**config.mk**
```make
export PLATFORM = sky130hd
export DESIGN_NAME = tsos_cell
export DESIGN_NICKNAME = d
export VERILOG_FILES = /design/src/hdl/tsos_pkg.sv /design/src/hdl/tsos_cell.sv
export SDC_FILE = /design/constraint.sdc
export NUM_CORES = 1
export LEC_CHECK = 0
export ABC_AREA = 1
export BUFFER_PORTS_ARGS = -buffer_cell sky130_fd_sc_hd__buf_2
export CAP_MARGIN = 30
export CORE_MARGIN = 2
export CORE_UTILIZATION = 47
export DETAILED_ROUTE_END_ITERATION = 10
export GPL_ROUTABILITY_DRIVEN = 1
export PLACE_DENSITY = 0.94
export SYNTH_ARGS = -nofsm -noshare
export SYNTH_HDL_FRONTEND = slang
export SYNTH_SLANG_ARGS = --single-unit
export TNS_END_PERCENT = 30
```
**constraint.sdc**
```tcl
create_clock -name clk -period 2.3 [get_ports clk]
set_clock_uncertainty 0.2 [all_clocks]
set_input_delay 0.23 -clock clk [delete_from_list [all_inputs] [get_ports clk]]
set_output_delay 0.23 -clock clk [all_outputs]
set_load 0.005 [all_outputs]
```
**src/hdl/tsos_pkg.sv**
```systemverilog
// Package: sizes, codes and cell control types for the transpose set.
`timescale 1ns / 1ps

package tsos_pkg;

  localparam int CAPACITY   = 64;
  localparam int VALUE_BITS = 32;

  localparam int IDX_W = (CAPACITY > 1) ? $clog2(CAPACITY) : 1;
  localparam int CNT_W = $clog2(CAPACITY + 1);

  // fixed field widths of the channels
  localparam int REQ_W    = 2;
  localparam int ELEM_W   = 32;
  localparam int STATUS_W = 3;
  localparam int POS_W    = 6;
  localparam int COUNT_W  = 7;

  typedef enum logic [REQ_W-1:0] {
    REQ_ADD    = 2'd0,
    REQ_LOOKUP = 2'd1,
    REQ_REWIND = 2'd2,
    REQ_NEXT   = 2'd3
  } req_kind_t;

  typedef enum logic [STATUS_W-1:0] {
    ST_OK        = 3'd0,
    ST_DUPLICATE = 3'd1,
    ST_NOT_FOUND = 3'd2,
    ST_EXHAUSTED = 3'd3,
    ST_FULL      = 3'd4
  } status_t;

  typedef enum logic {
    S_IDLE = 1'b0,
    S_EXEC = 1'b1
  } fsm_state_t;

  typedef enum logic [1:0] {
    LOAD_HOLD = 2'd0,
    LOAD_KEY  = 2'd1,
    LOAD_PREV = 2'd2,
    LOAD_NEXT = 2'd3
  } cell_load_t;

  typedef struct packed {
    logic       valid;
    cell_load_t load;
  } cell_ctl_t;

endpackage

```
**src/hdl/tsos_cell.sv**
```systemverilog
// One table slot: holds an entry, compares it with the key, loads from key or neighbor.
`timescale 1ns / 1ps

module tsos_cell
  import tsos_pkg::*;
(
  input  logic                  clk,
  input  cell_ctl_t             ctl,
  input  logic [VALUE_BITS-1:0] key,
  input  logic [VALUE_BITS-1:0] prev_value,
  input  logic [VALUE_BITS-1:0] next_value,
  output logic [VALUE_BITS-1:0] value,
  output logic                  hit
);

  always_ff @(posedge clk) begin
    case (ctl.load)
      LOAD_KEY:  value <= key;
      LOAD_PREV: value <= prev_value;
      LOAD_NEXT: value <= next_value;
      default:   value <= value;
    endcase
  end

  assign hit = ctl.valid && (value == key);

endmodule

```
==> impl_metrics.prom, run 1 <==
# TYPE chip_impl_metric gauge
chip_impl_metric{name="min_period",unit="ns"} 1.97
chip_impl_metric{name="finish.instance_area",unit="sq mm"} 0.00296
chip_impl_metric{name="worst_setup_hold_path_clk_slew",unit="ns"} 0.07
chip_impl_metric{name="postLayoutCoreUtil",unit=""} 0.666
chip_impl_metric{name="port_buffers",unit=""} 132
chip_impl_metric{name="drv.max_cap_violation_count",unit=""} 0
chip_impl_metric{name="drt-initial-drc-count",unit=""} 133
chip_impl_metric{name="layout.nets",unit=""} 524
chip_impl_metric{name="post-route-period-util",unit=""} 0.855
chip_impl_metric{name="final_ant_viol_nets",unit=""} 0
chip_impl_metric{name="grt_max_degree",unit=""} 34
chip_impl_metric{name="instance_count_of_the_mapped_netlist",unit=""} 295
chip_impl_metric{name="dpl_cell_area",unit="sq mm"} 0.00288
chip_impl_info{name="biggestRegsByFlops",value="value x32"} 1
chip_impl_metric{name="crit_required",unit="ns"} 1.87
chip_impl_info{name="setup.worst_path.class",value="reg2out"} 1
chip_impl_info{name="startpoint_class",value="register"} 1
chip_impl_metric{name="detailed_routing_iterations_pass_1",unit=""} 5
chip_impl_metric{name="placement_rows",unit=""} 24
chip_impl_metric{name="p_per_area",unit="mW/mm^2"} 546
chip_impl_metric{name="die_w",unit="um"} 72.4
chip_impl_metric{name="syn_nets",unit=""} 395
chip_impl_metric{name="final-setup-viol-count",unit=""} 0
chip_impl_metric{name="fmaxAchievable",unit="GHz"} 0.508
chip_impl_metric{name="cts.repair.resized",unit=""} 0
chip_impl_metric{name="dp_hpwl",unit="um"} 5030
chip_impl_metric{name="power_leakage",unit="nW"} 1.56
chip_impl_metric{name="routed_via_density",unit=""} 5.14
chip_impl_metric{name="numCtsBuffers",unit=""} 5
chip_impl_metric{name="die_h",unit="um"} 72.4
chip_impl_metric{name="clk_path_buf_depth",unit=""} 2
chip_impl_metric{name="post_cts_buffers",unit=""} 0
chip_impl_metric{name="first_pass_grt_wire_length",unit="um"} 10100
chip_impl_metric{name="synth_area",unit="sq mm"} 0.00220
chip_impl_metric{name="grt_pass1_vias",unit=""} 2332
chip_impl_metric{name="place_inst",unit=""} 469
chip_impl_metric{name="ratio_of_cells_with_drive_above_1_in_the_final_layout",unit=""} 0.344
chip_impl_info{name="critPathCaptureType",value="primary output"} 1
chip_impl_metric{name="timing.hold.worst_path_depth",unit=""} 3
chip_impl_metric{name="largest_reg_flops",unit=""} 32
chip_impl_metric{name="max_slew_margin",unit=""} 0.692
chip_impl_info{name="min_delay_worst_endpoint",value="value[17]$_DFFE_PP_"} 1
chip_impl_metric{name="timing.final.max_slew_violations",unit=""} 0
chip_impl_metric{name="yosys_register_bits",unit=""} 32
chip_impl_metric{name="finish.cell_count_without_fillers",unit=""} 477
chip_impl_metric{name="numClockSinks",unit=""} 32
chip_impl_metric{name="total_congestion_overflow_after_global_routing",unit=""} 0
chip_impl_info{name="outcome",value="finished clean"} 1
chip_impl_info{name="cts.root.buffer_cell",value="sky130_fd_sc_hd__clkbuf_8"} 1
chip_impl_metric{name="vias",unit=""} 2450
chip_impl_metric{name="worst-slew-pin-transition",unit="ns"} 0.462
chip_impl_info{name="hold_path_startpoint",value="prev_value[17]"} 1
chip_impl_metric{name="critPathArrivalTime",unit="ns"} 1.54
chip_impl_metric{name="synth_area_per_cell",unit="sq um"} 7.46
chip_impl_metric{name="ioPinCount",unit=""} 133
chip_impl_metric{name="globalRouteTotalUtil",unit=""} 0.248
chip_impl_info{name="largest-register",value="value"} 1
chip_impl_info{name="classification_of_the_worst_slack_hold_path",value="in2reg"} 1
chip_impl_metric{name="starting_density",unit=""} 0.495
chip_impl_info{name="tritoncts",value="built"} 1
chip_impl_metric{name="vdd_ir_max",unit="uV"} 367
chip_impl_metric{name="hold_buffers",unit=""} 0
chip_impl_metric{name="synth_cell_type_count",unit=""} 17
chip_impl_metric{name="synth_warnings",unit=""} 0
chip_impl_metric{name="routed_wl",unit="um"} 6490
chip_impl_metric{name="core-area",unit="sq mm"} 0.00444
chip_impl_metric{name="flow.area_growth_from_synthesis",unit="%"} 34.5
chip_impl_metric{name="design.die.area",unit="sq mm"} 0.00525
chip_impl_metric{name="worstPathMaxFanout",unit=""} 3
chip_impl_metric{name="avgRoutedWirePerCell",unit="um"} 13.6
chip_impl_metric{name="tns",unit="ns"} 0
chip_impl_metric{name="initial_antenna_violation_count",unit=""} 0
chip_impl_metric{name="h-tree-depth",unit=""} 2
chip_impl_metric{name="insertedDiodeCount",unit=""} 0
chip_impl_metric{name="detail_route.drc_violations",unit=""} 0
chip_impl_metric{name="synth_sequential_area_ratio",unit=""} 0.437
chip_impl_info{name="rsz0062_at_grt",value="no"} 1
chip_impl_metric{name="total_count_of_hold_check_failures_in_the_final_report",unit=""} 0
chip_impl_metric{name="place.gp.congestion",unit=""} 0.800
==> worst max-delay path by stage <==
stage / startpoint / end / cells after the start
6_report: value[9]$_DFFE_PP_ / hit / 8
4_1_cts: value[9]$_DFFE_PP_ / hit / 8
5_1_grt: value[9]$_DFFE_PP_ / hit / 9
2_1_floorplan: ctl[0] / value[0]$_DFFE_PP_ / 2
3_5_place_dp: value[28]$_DFFE_PP_ / hit / 8
3_3_place_gp: value[31]$_DFFE_PP_ / hit / 8
==> layout make-up <==
| class | count | area [sq um] |
|---|---|---|
| Fill cell | 379 | 1490 |
| Clock inverter | 3 | 13.8 |
| Tap cell | 52 | 65.1 |
| Multi-Input combinational cell | 209 | 995 |
| Sequential cell | 32 | 961 |
| Timing Repair Buffer | 136 | 703 |
| Inverter | 40 | 153 |
| Clock buffer | 5 | 68.8 |
==> synthesized netlist by cell type <==
master	count	area, sq um
sky130_fd_sc_hd__or2_2	1	6.26
sky130_fd_sc_hd__nor3_1	1	5.00
sky130_fd_sc_hd__xor2_1	3	26.3
sky130_fd_sc_hd__nor2_8	1	20.0
sky130_fd_sc_hd__nor2_1	16	60.1
sky130_fd_sc_hd__o21ai_0	4	20.0
sky130_fd_sc_hd__buf_2	8	40.0
sky130_fd_sc_hd__edfxtp_1	32	961
sky130_fd_sc_hd__buf_4	2	15.0
sky130_fd_sc_hd__xnor2_1	7	61.3
sky130_fd_sc_hd__o211ai_1	20	150
sky130_fd_sc_hd__inv_4	1	6.26
sky130_fd_sc_hd__nand2_1	108	405
sky130_fd_sc_hd__nand3_1	48	240
sky130_fd_sc_hd__clkbuf_1	1	3.75
sky130_fd_sc_hd__buf_6	3	33.8
sky130_fd_sc_hd__inv_1	39	146
==> routing by layer <==
metal  GRT usage  wire length, um
met2       0.436             3370
met4      0.0864               82
met5           0                0
met1       0.293             2520
met3      0.0639              520
==> cells in the final DEF, fill, tap and decap left out, types with 2 or more instances in the layout <==
cell and count:
sky130_fd_sc_hd__nand2_1 108, sky130_fd_sc_hd__nor2_1 16, sky130_fd_sc_hd__clkbuf_8 5, sky130_fd_sc_hd__xor2_1 3, sky130_fd_sc_hd__buf_4 3, sky130_fd_sc_hd__xnor2_1 7
sky130_fd_sc_hd__o211ai_1 20, sky130_fd_sc_hd__inv_1 39, sky130_fd_sc_hd__nand3_1 48, sky130_fd_sc_hd__edfxtp_1 32, sky130_fd_sc_hd__clkinv_2 2, sky130_fd_sc_hd__buf_2 132
sky130_fd_sc_hd__o21ai_0 4
==> through the flow <==
stage / power [mW] / hold slack (ns) / setup WS [ns]
after floorplan: 1.00 / 0.220 / 0.870
after global placement: 1.19 / 0.307 / 0.681
after detailed placement: 1.21 / 0.310 / 0.676
after CTS: 1.62 / 0.0207 / 0.350
after global routing: 1.70 / 0.0270 / 0.157
final: 1.62 / 0.0266 / 0.333
==> report_power, final <==
part | internal (mW) | switching [mW] | total [mW]
Combinational | 0.199 | 0.220 | 0.419
Clock | 0.205 | 0.214 | 0.420
Sequential | 0.728 | 0.0495 | 0.777
==> logic make-up after synthesis <==
family                    count (synthesis)  synth area share
xor gates and xnor gates                 10            0.0398
AOI/OAI and AO/OA                        24            0.0773
DFF                                      32             0.437
buffers and inverters                    54             0.111
and+or+nand+nor                         175             0.335
==> critical path, stage by stage, from the launching register on <==
cell	delay, ns
sky130_fd_sc_hd__edfxtp_1	0.43
sky130_fd_sc_hd__nand2_1	0.10
sky130_fd_sc_hd__nand2_1	0.05
sky130_fd_sc_hd__nor2_1	0.10
sky130_fd_sc_hd__nand2_1	0.06
sky130_fd_sc_hd__nor2_1	0.17
sky130_fd_sc_hd__nand3_1	0.11
sky130_fd_sc_hd__nor2_1	0.10
sky130_fd_sc_hd__buf_2	0.12
No activity file was read; power rests on OpenSTA's default activity.
==> run 2, diff against run 1 <==
--- a/config.mk
+++ b/config.mk
@@ -5,11 +5,10 @@
 export SDC_FILE = /design/constraint.sdc
 export NUM_CORES = 1
 export LEC_CHECK = 0
-export ABC_AREA = 1
 export BUFFER_PORTS_ARGS = -buffer_cell sky130_fd_sc_hd__buf_2
 export CAP_MARGIN = 30
 export CORE_MARGIN = 2
-export CORE_UTILIZATION = 47
+export CORE_UTILIZATION = 45
 export DETAILED_ROUTE_END_ITERATION = 10
 export GPL_ROUTABILITY_DRIVEN = 1
 export PLACE_DENSITY = 0.94
==> run 2 against run 1 <==
Flip-flop and latch count is the same. Synthesized cell count decreased by 38%. Final cell count is 23% lower. Core utilization shrank 2.6 points. Critical endpoint unchanged.
==> impl_metrics.prom, run 2 <==
# TYPE chip_impl_metric gauge
chip_impl_metric{name="synth_warnings",unit=""} 0
chip_impl_metric{name="p_per_area",unit="mW/mm^2"} 551
chip_impl_metric{name="max_slew_margin",unit=""} 0.503
chip_impl_metric{name="final_ant_viol_nets",unit=""} 0
chip_impl_metric{name="largest_reg_flops",unit=""} 32
chip_impl_metric{name="timing.final.max_slew_violations",unit=""} 0
chip_impl_info{name="final_common_cell",value="sky130_fd_sc_hd__buf_2"} 1
chip_impl_metric{name="worst_setup_hold_path_clk_slew",unit="ns"} 0.06
chip_impl_metric{name="die_h",unit="um"} 70.3
chip_impl_info{name="mostFrequentLayoutCells",value="sky130_fd_sc_hd__buf_2 (132), sky130_fd_sc_hd__mux2i_1 (32), sky130_fd_sc_hd__nor2_1 (32), sky130_fd_sc_hd__a21oi_1 (32), sky130_fd_sc_hd__edfxtp_1 (32)"} 1
chip_impl_metric{name="first_pass_grt_wire_length",unit="um"} 7750
chip_impl_metric{name="insertedDiodeCount",unit=""} 0
chip_impl_metric{name="worstPathMaxFanout",unit=""} 2
chip_impl_info{name="critPathCaptureType",value="primary output"} 1
chip_impl_metric{name="avgRoutedWirePerCell",unit="um"} 13.6
chip_impl_metric{name="port_buffers",unit=""} 132
chip_impl_info{name="biggestRegsByFlops",value="value x32"} 1
chip_impl_metric{name="clk_path_buf_depth",unit=""} 2
chip_impl_metric{name="grt_pass1_vias",unit=""} 1838
chip_impl_metric{name="fmaxAchievable",unit="GHz"} 0.450
chip_impl_info{name="post_synth_main_area_contributors",value="sky130_fd_sc_hd__edfxtp_1 (49%), sky130_fd_sc_hd__mux2i_1 (16%), sky130_fd_sc_hd__xor2_1 (14%), sky130_fd_sc_hd__a21oi_1 (8.1%), sky130_fd_sc_hd__nor2_1 (6.1%)"} 1
chip_impl_metric{name="h-tree-depth",unit=""} 2
chip_impl_metric{name="vdd_ir_max",unit="uV"} 308
chip_impl_info{name="classification_of_the_worst_slack_hold_path",value="in2reg"} 1
chip_impl_metric{name="detail_route.drc_violations",unit=""} 0
chip_impl_metric{name="worst-path-buf-inv",unit=""} 1
chip_impl_metric{name="vias",unit=""} 1825
chip_impl_metric{name="synth.top_cell.area_share",unit=""} 0.486
chip_impl_metric{name="instance_count_of_the_mapped_netlist",unit=""} 184
chip_impl_metric{name="synth_sequential_area_ratio",unit=""} 0.486
chip_impl_metric{name="grt_max_degree",unit=""} 65
chip_impl_metric{name="post-route-period-util",unit=""} 0.967
chip_impl_metric{name="routed_via_density",unit=""} 5.00
chip_impl_metric{name="synth_cell_type_count",unit=""} 16
chip_impl_metric{name="layout_fillers",unit=""} 377
chip_impl_metric{name="synth_edf_count",unit=""} 32
chip_impl_metric{name="synth_area",unit="sq mm"} 0.00198
chip_impl_metric{name="detailed_routing_iterations_pass_1",unit=""} 4
chip_impl_metric{name="total_congestion_overflow_after_global_routing",unit=""} 0
chip_impl_metric{name="ratio_of_cells_with_drive_above_1_in_the_final_layout",unit=""} 0.457
chip_impl_metric{name="design.die.area",unit="sq mm"} 0.00494
chip_impl_info{name="rsz0062_at_grt",value="no"} 1
chip_impl_metric{name="numClockSinks",unit=""} 32
chip_impl_metric{name="tns",unit="ns"} 0
chip_impl_metric{name="critPathArrivalTime",unit="ns"} 1.79
chip_impl_metric{name="final_setup_margin",unit="ns"} 0.0766
chip_impl_metric{name="worst-slew-pin-transition",unit="ns"} 0.746
chip_impl_metric{name="drt-initial-drc-count",unit=""} 55
chip_impl_metric{name="final-setup-viol-count",unit=""} 0
chip_impl_metric{name="finish.cell_count_without_fillers",unit=""} 365
chip_impl_metric{name="min_period",unit="ns"} 2.22
chip_impl_metric{name="ioPinCount",unit=""} 133
chip_impl_metric{name="place_inst",unit=""} 360
chip_impl_metric{name="preCtsSetupSlack",unit="ns"} 0.281
chip_impl_metric{name="drv.max_cap_violation_count",unit=""} 0
chip_impl_metric{name="numCtsBuffers",unit=""} 5
chip_impl_info{name="synth_flop_cell",value="sky130_fd_sc_hd__edfxtp_1"} 1
chip_impl_metric{name="post_cts_buffers",unit=""} 0
chip_impl_info{name="outcome",value="finished clean"} 1
chip_impl_metric{name="postSynth.asyncResetShare",unit=""} 0
chip_impl_metric{name="initial_antenna_violation_count",unit=""} 0
chip_impl_info{name="cp_top_family",value="simple AND/OR/NAND/NOR gates"} 1
chip_impl_metric{name="cpPeakStageDelay",unit="ns"} 0.40
chip_impl_metric{name="syn_nets",unit=""} 284
chip_impl_metric{name="power_leakage",unit="nW"} 1.33
chip_impl_metric{name="layout.nets",unit=""} 415
chip_impl_metric{name="total_count_of_hold_check_failures_in_the_final_report",unit=""} 0
chip_impl_metric{name="core-area",unit="sq mm"} 0.00429
chip_impl_metric{name="dp_hpwl",unit="um"} 3910
chip_impl_info{name="worstPathCellList",value="xor2_1 -> nor4_2 -> nand4_1 -> nor3_2 -> buf_2"} 1
chip_impl_metric{name="routed_wl",unit="um"} 4960
chip_impl_info{name="largest-register",value="value"} 1
chip_impl_metric{name="flow.area_growth_from_synthesis",unit="%"} 38.8
chip_impl_metric{name="place.gp.congestion",unit=""} 0.815
chip_impl_metric{name="die_w",unit="um"} 70.3
chip_impl_info{name="synth.top_cells.by_count",value="sky130_fd_sc_hd__a21oi_1 (32), sky130_fd_sc_hd__edfxtp_1 (32), sky130_fd_sc_hd__mux2i_1 (32), sky130_fd_sc_hd__nor2_1 (32), sky130_fd_sc_hd__xor2_1 (31)"} 1
chip_impl_info{name="tritoncts",value="built"} 1
chip_impl_metric{name="synth_area_per_cell",unit="sq um"} 10.8
chip_impl_info{name="synth_top_area_cell",value="sky130_fd_sc_hd__edfxtp_1"} 1
chip_impl_metric{name="yosys_register_bits",unit=""} 32
chip_impl_info{name="cts.root.buffer_cell",value="sky130_fd_sc_hd__clkbuf_8"} 1
chip_impl_info{name="startpoint_class",value="register"} 1
chip_impl_metric{name="placement_rows",unit=""} 24
chip_impl_metric{name="crit_required",unit="ns"} 1.87
chip_impl_metric{name="globalRouteTotalUtil",unit=""} 0.200
chip_impl_metric{name="starting_density",unit=""} 0.461
chip_impl_info{name="setup.worst_path.class",value="reg2out"} 1
chip_impl_info{name="crit_slowest_cell",value="sky130_fd_sc_hd__edfxtp_1"} 1
chip_impl_metric{name="postLayoutCoreUtil",unit=""} 0.640
[run 2: stage by stage]
stage | power, mW | hold WS [ns] | cell area [sq um]
2_1_floorplan | 0.957 | 0.260 | 1980
4_1_cts | 1.53 | 0.107 | 2750
6_report | 1.51 | 0.113 | 2750
5_1_grt | 1.60 | 0.119 | 2750
3_5_place_dp | 1.16 | 0.388 | 2670
3_3_place_gp | 1.14 | 0.383 | 2670
[run 2: routing by layer]
metal  share of wire  track usage  vias to the layer above  routed length [um]
li1                -            -                      919                   -
met1            0.38        0.222                      821                1900
met2            0.54        0.366                       78                2660
met3           0.068       0.0519                        7                 336
met4           0.013       0.0684                        0                  64
met5               0            0                        -                   0
[run 2: cell type report]
class                           instances  area (sq um)  area share
Timing Repair Buffer                  135           683       0.249
Tap cell                               52          65.1      0.0237
Multi-Input combinational cell        141           968       0.353
Clock buffer                            5          68.8      0.0251
Sequential cell                        32           961       0.350
[run 2: final timing paths]
check           startpoint             endpoint  slack [ns]  depth (start not counted)
max    value[24]$_DFFE_PP_                  hit        0.08                          5
min                key[31]  value[31]$_DFFE_PP_        0.11                          3
[run 2: cell families after synthesis]
logic type / after synthesis / synth area share
DFF: 32 / 0.486
xor gates and xnor gates: 32 / 0.142
AOI/OAI and AO/OA: 32 / 0.0810
and+or+nand+nor: 45 / 0.102
muxes: 32 / 0.162
buffers and inverters: 11 / 0.0278
[run 2: repair_timing]
action	4_1_cts	5_1_grt
setup endpoints to repair	1	0
hold buffers	0	0
gates resized for setup	1	0
[run 2: report_power, final]
| group | switching [mW] | internal [mW] | total (mW) |
|---|---|---|---|
| Combinational | 0.180 | 0.193 | 0.373 |
| Sequential | 0.0429 | 0.727 | 0.770 |
| Clock | 0.176 | 0.194 | 0.370 |
==> run 3, diff against run 2 <==
--- a/config.mk
+++ b/config.mk
@@ -5,7 +5,7 @@
 export SDC_FILE = /design/constraint.sdc
 export NUM_CORES = 1
 export LEC_CHECK = 0
-export BUFFER_PORTS_ARGS = -buffer_cell sky130_fd_sc_hd__buf_2
+export BUFFER_PORTS_ARGS = -buffer_cell sky130_fd_sc_hd__buf_4
 export CAP_MARGIN = 30
 export CORE_MARGIN = 2
 export CORE_UTILIZATION = 45
==> run 3 against run 2 <==
Combinational power grew 24%. Die area unchanged. Sequential share of layout area is 4.4 points lower. Fmax rose by 5.6%. Flip-flop and latch count unchanged. Global-route usage is 1.6 points higher. Clock power up 42%. Critical path depth unchanged. Critical path type unchanged. Critical endpoint unchanged. Largest power group unchanged.
==> impl_metrics.prom, run 3 (synthesis gave the netlist of run 2 again) <==
# TYPE chip_impl_metric gauge
chip_impl_metric{name="place_inst",unit=""} 362
chip_impl_metric{name="h-tree-depth",unit=""} 2
chip_impl_metric{name="dpl_cell_area",unit="sq mm"} 0.00303
chip_impl_metric{name="final_ant_viol_nets",unit=""} 0
chip_impl_metric{name="core-area",unit="sq mm"} 0.00429
chip_impl_info{name="outcome",value="finished clean"} 1
chip_impl_metric{name="starting_density",unit=""} 0.461
chip_impl_metric{name="final-setup-viol-count",unit=""} 0
chip_impl_info{name="classification_of_the_worst_slack_hold_path",value="in2reg"} 1
chip_impl_metric{name="initial_antenna_violation_count",unit=""} 0
chip_impl_metric{name="detailed_routing_iterations_pass_1",unit=""} 4
chip_impl_metric{name="die_w",unit="um"} 70.3
chip_impl_metric{name="crit_required",unit="ns"} 1.87
chip_impl_metric{name="worstPathMaxFanout",unit=""} 2
chip_impl_metric{name="insertedDiodeCount",unit=""} 0
chip_impl_info{name="crit_slowest_cell",value="sky130_fd_sc_hd__edfxtp_1"} 1
chip_impl_metric{name="max_slew_margin",unit=""} 0.774
chip_impl_metric{name="grt_pass1_vias",unit=""} 1891
chip_impl_metric{name="worst-path-buf-inv",unit=""} 1
chip_impl_info{name="setup.worst_path.class",value="reg2out"} 1
chip_impl_info{name="startpoint_class",value="register"} 1
chip_impl_metric{name="ioPinCount",unit=""} 133
chip_impl_metric{name="intPower",unit="mW"} 1.33
chip_impl_metric{name="dp_hpwl",unit="um"} 4280
chip_impl_metric{name="power_leakage",unit="nW"} 1.48
chip_impl_metric{name="flow.area_growth_from_synthesis",unit="%"} 58.9
chip_impl_metric{name="power.switching_fraction",unit=""} 0.246
chip_impl_metric{name="numClockSinks",unit=""} 32
chip_impl_metric{name="hold_buffers",unit=""} 0
chip_impl_info{name="mostFrequentLayoutCells",value="sky130_fd_sc_hd__buf_4 (136), sky130_fd_sc_hd__mux2i_1 (32), sky130_fd_sc_hd__nor2_1 (32), sky130_fd_sc_hd__a21oi_1 (32), sky130_fd_sc_hd__edfxtp_1 (32)"} 1
chip_impl_metric{name="routed_wl",unit="um"} 5260
chip_impl_info{name="cts.root.buffer_cell",value="sky130_fd_sc_hd__clkbuf_8"} 1
chip_impl_info{name="biggestRegsByFlops",value="value x32"} 1
chip_impl_metric{name="cpPeakStageDelay",unit="ns"} 0.40
chip_impl_metric{name="port_buffers",unit=""} 132
chip_impl_metric{name="met3_wirelength",unit="um"} 417
chip_impl_metric{name="power.net_switching",unit="mW"} 0.432
chip_impl_metric{name="drv.max_cap_violation_count",unit=""} 0
chip_impl_metric{name="vdd_ir_max",unit="uV"} 445
chip_impl_metric{name="ratio_of_cells_with_drive_above_1_in_the_final_layout",unit=""} 0.462
chip_impl_metric{name="drt-initial-drc-count",unit=""} 92
chip_impl_metric{name="vias",unit=""} 1869
chip_impl_info{name="worstPathCellList",value="xor2_1 -> nor4_1 -> nand3_1 -> nor3_2 -> buf_4"} 1
chip_impl_metric{name="postLayoutCoreUtil",unit=""} 0.732
chip_impl_metric{name="design.die.area",unit="sq mm"} 0.00494
chip_impl_metric{name="combPwrFrac",unit=""} 0.262
chip_impl_metric{name="largest_reg_flops",unit=""} 32
chip_impl_metric{name="clk_path_buf_depth",unit=""} 2
chip_impl_metric{name="dr_wl_met2",unit="um"} 2760
chip_impl_info{name="critPathCaptureType",value="primary output"} 1
chip_impl_metric{name="finish.instance_area",unit="sq mm"} 0.00314
chip_impl_metric{name="worst-slew-pin-transition",unit="ns"} 0.340
chip_impl_metric{name="detail_route.drc_violations",unit=""} 0
chip_impl_metric{name="first_pass_grt_wire_length",unit="um"} 8340
chip_impl_metric{name="route.layer.met1.wl",unit="um"} 1950
chip_impl_metric{name="layout.nets",unit=""} 417
chip_impl_metric{name="post-route-period-util",unit=""} 0.916
chip_impl_metric{name="die_h",unit="um"} 70.3
chip_impl_metric{name="grt_max_degree",unit=""} 37
chip_impl_metric{name="tns",unit="ns"} 0
chip_impl_info{name="rsz0062_at_grt",value="no"} 1
chip_impl_metric{name="total_congestion_overflow_after_global_routing",unit=""} 0
chip_impl_metric{name="p_per_area",unit="mW/mm^2"} 559
chip_impl_metric{name="clock_power_share",unit=""} 0.299
chip_impl_metric{name="timing.final.max_slew_violations",unit=""} 0
chip_impl_metric{name="worst_setup_hold_path_clk_slew",unit="ns"} 0.07
chip_impl_metric{name="critPathArrivalTime",unit="ns"} 1.68
chip_impl_metric{name="total_count_of_hold_check_failures_in_the_final_report",unit=""} 0
chip_impl_info{name="largest-register",value="value"} 1
chip_impl_info{name="cp_top_family",value="simple AND/OR/NAND/NOR gates"} 1
chip_impl_metric{name="place.gp.congestion",unit=""} 0.800
chip_impl_metric{name="finish.cell_count_without_fillers",unit=""} 370
chip_impl_metric{name="avgRoutedWirePerCell",unit="um"} 14.2
chip_impl_metric{name="post_cts_buffers",unit=""} 0
chip_impl_metric{name="fmaxAchievable",unit="GHz"} 0.475
chip_impl_metric{name="placement_rows",unit=""} 24
chip_impl_metric{name="globalRouteTotalUtil",unit=""} 0.216
chip_impl_metric{name="min_period",unit="ns"} 2.11
chip_impl_info{name="dr.max_layer_used",value="met4"} 1
chip_impl_info{name="tritoncts",value="built"} 1
chip_impl_info{name="final_common_cell",value="sky130_fd_sc_hd__buf_4"} 1
chip_impl_metric{name="numCtsBuffers",unit=""} 5
chip_impl_metric{name="sequentialPowerShare",unit=""} 0.439
chip_impl_metric{name="routed_via_density",unit=""} 5.05
[run 3: cell types whose count changed in the layout (fill, tap and decap cells not counted)]
cell / previous run / this run
sky130_fd_sc_hd__buf_12: 0 / 1
sky130_fd_sc_hd__bufinv_16: 0 / 1
sky130_fd_sc_hd__buf_4: 3 / 136
sky130_fd_sc_hd__clkinv_2: 0 / 1
sky130_fd_sc_hd__clkbuf_1: 0 / 1
sky130_fd_sc_hd__buf_2: 132 / 0
[run 3: layer usage]
| metal | vias to the layer above | GRT usage |
|---|---|---|
| li1 | 928 | - |
| met1 | 844 | 0.239 |
| met2 | 85 | 0.382 |
| met3 | 12 | 0.0577 |
| met4 | 0 | 0.100 |
| met5 | - | 0 |
[run 3: final cells by class]
type / instances / area [sq um]
clock buffers: 6 / 72.6
clock inverters: 2 / 35.0
fillers: 317 / 1150
multi-input cells: 141 / 968
flip-flops and latches: 32 / 961
well taps: 52 / 65.1
repair buffers: 137 / 1040
[run 3: tightest hold or removal path: cells and delay by family]
| kind | cells | cell delay [ns] |
|---|---|---|
| simple gates | 1 | 0.04 |
| buf+inv | 1 | 0.09 |
| compound gates | 1 | 0.10 |
[run 3: repair_timing]
action | 4_1_cts | 5_1_grt
resized for setup | 1 | 0
pin swaps | 0 | 3
endpoints found under the setup margin | 1 | 1
[run 3: stage by stage]
step	hold slack, ns	setup WS [ns]	power, mW
detailed placement	0.373	0.308	1.25
floorplan	0.260	0.654	0.957
CTS	0.0790	0.0867	1.77
finish	0.0861	0.194	1.76
global placement	0.365	0.318	1.23
global route	0.0963	0.0714	1.84
[run 3: worst paths after layout]
kind              slack (ns)                start  cells past startpoint                  end
setup / recovery        0.19  value[29]$_DFFE_PP_                      5                  hit
hold / removal          0.09              key[17]                      3  value[17]$_DFFE_PP_
[run 3: power groups by stage]
stage	clock network, mW	registers (mW)	logic [mW]
final	0.525	0.771	0.461
after global routing	0.560	0.779	0.505
after CTS	0.531	0.772	0.468
after detailed placement	0	0.785	0.463
after global placement	0	0.778	0.452
after floorplan	0	0.788	0.169
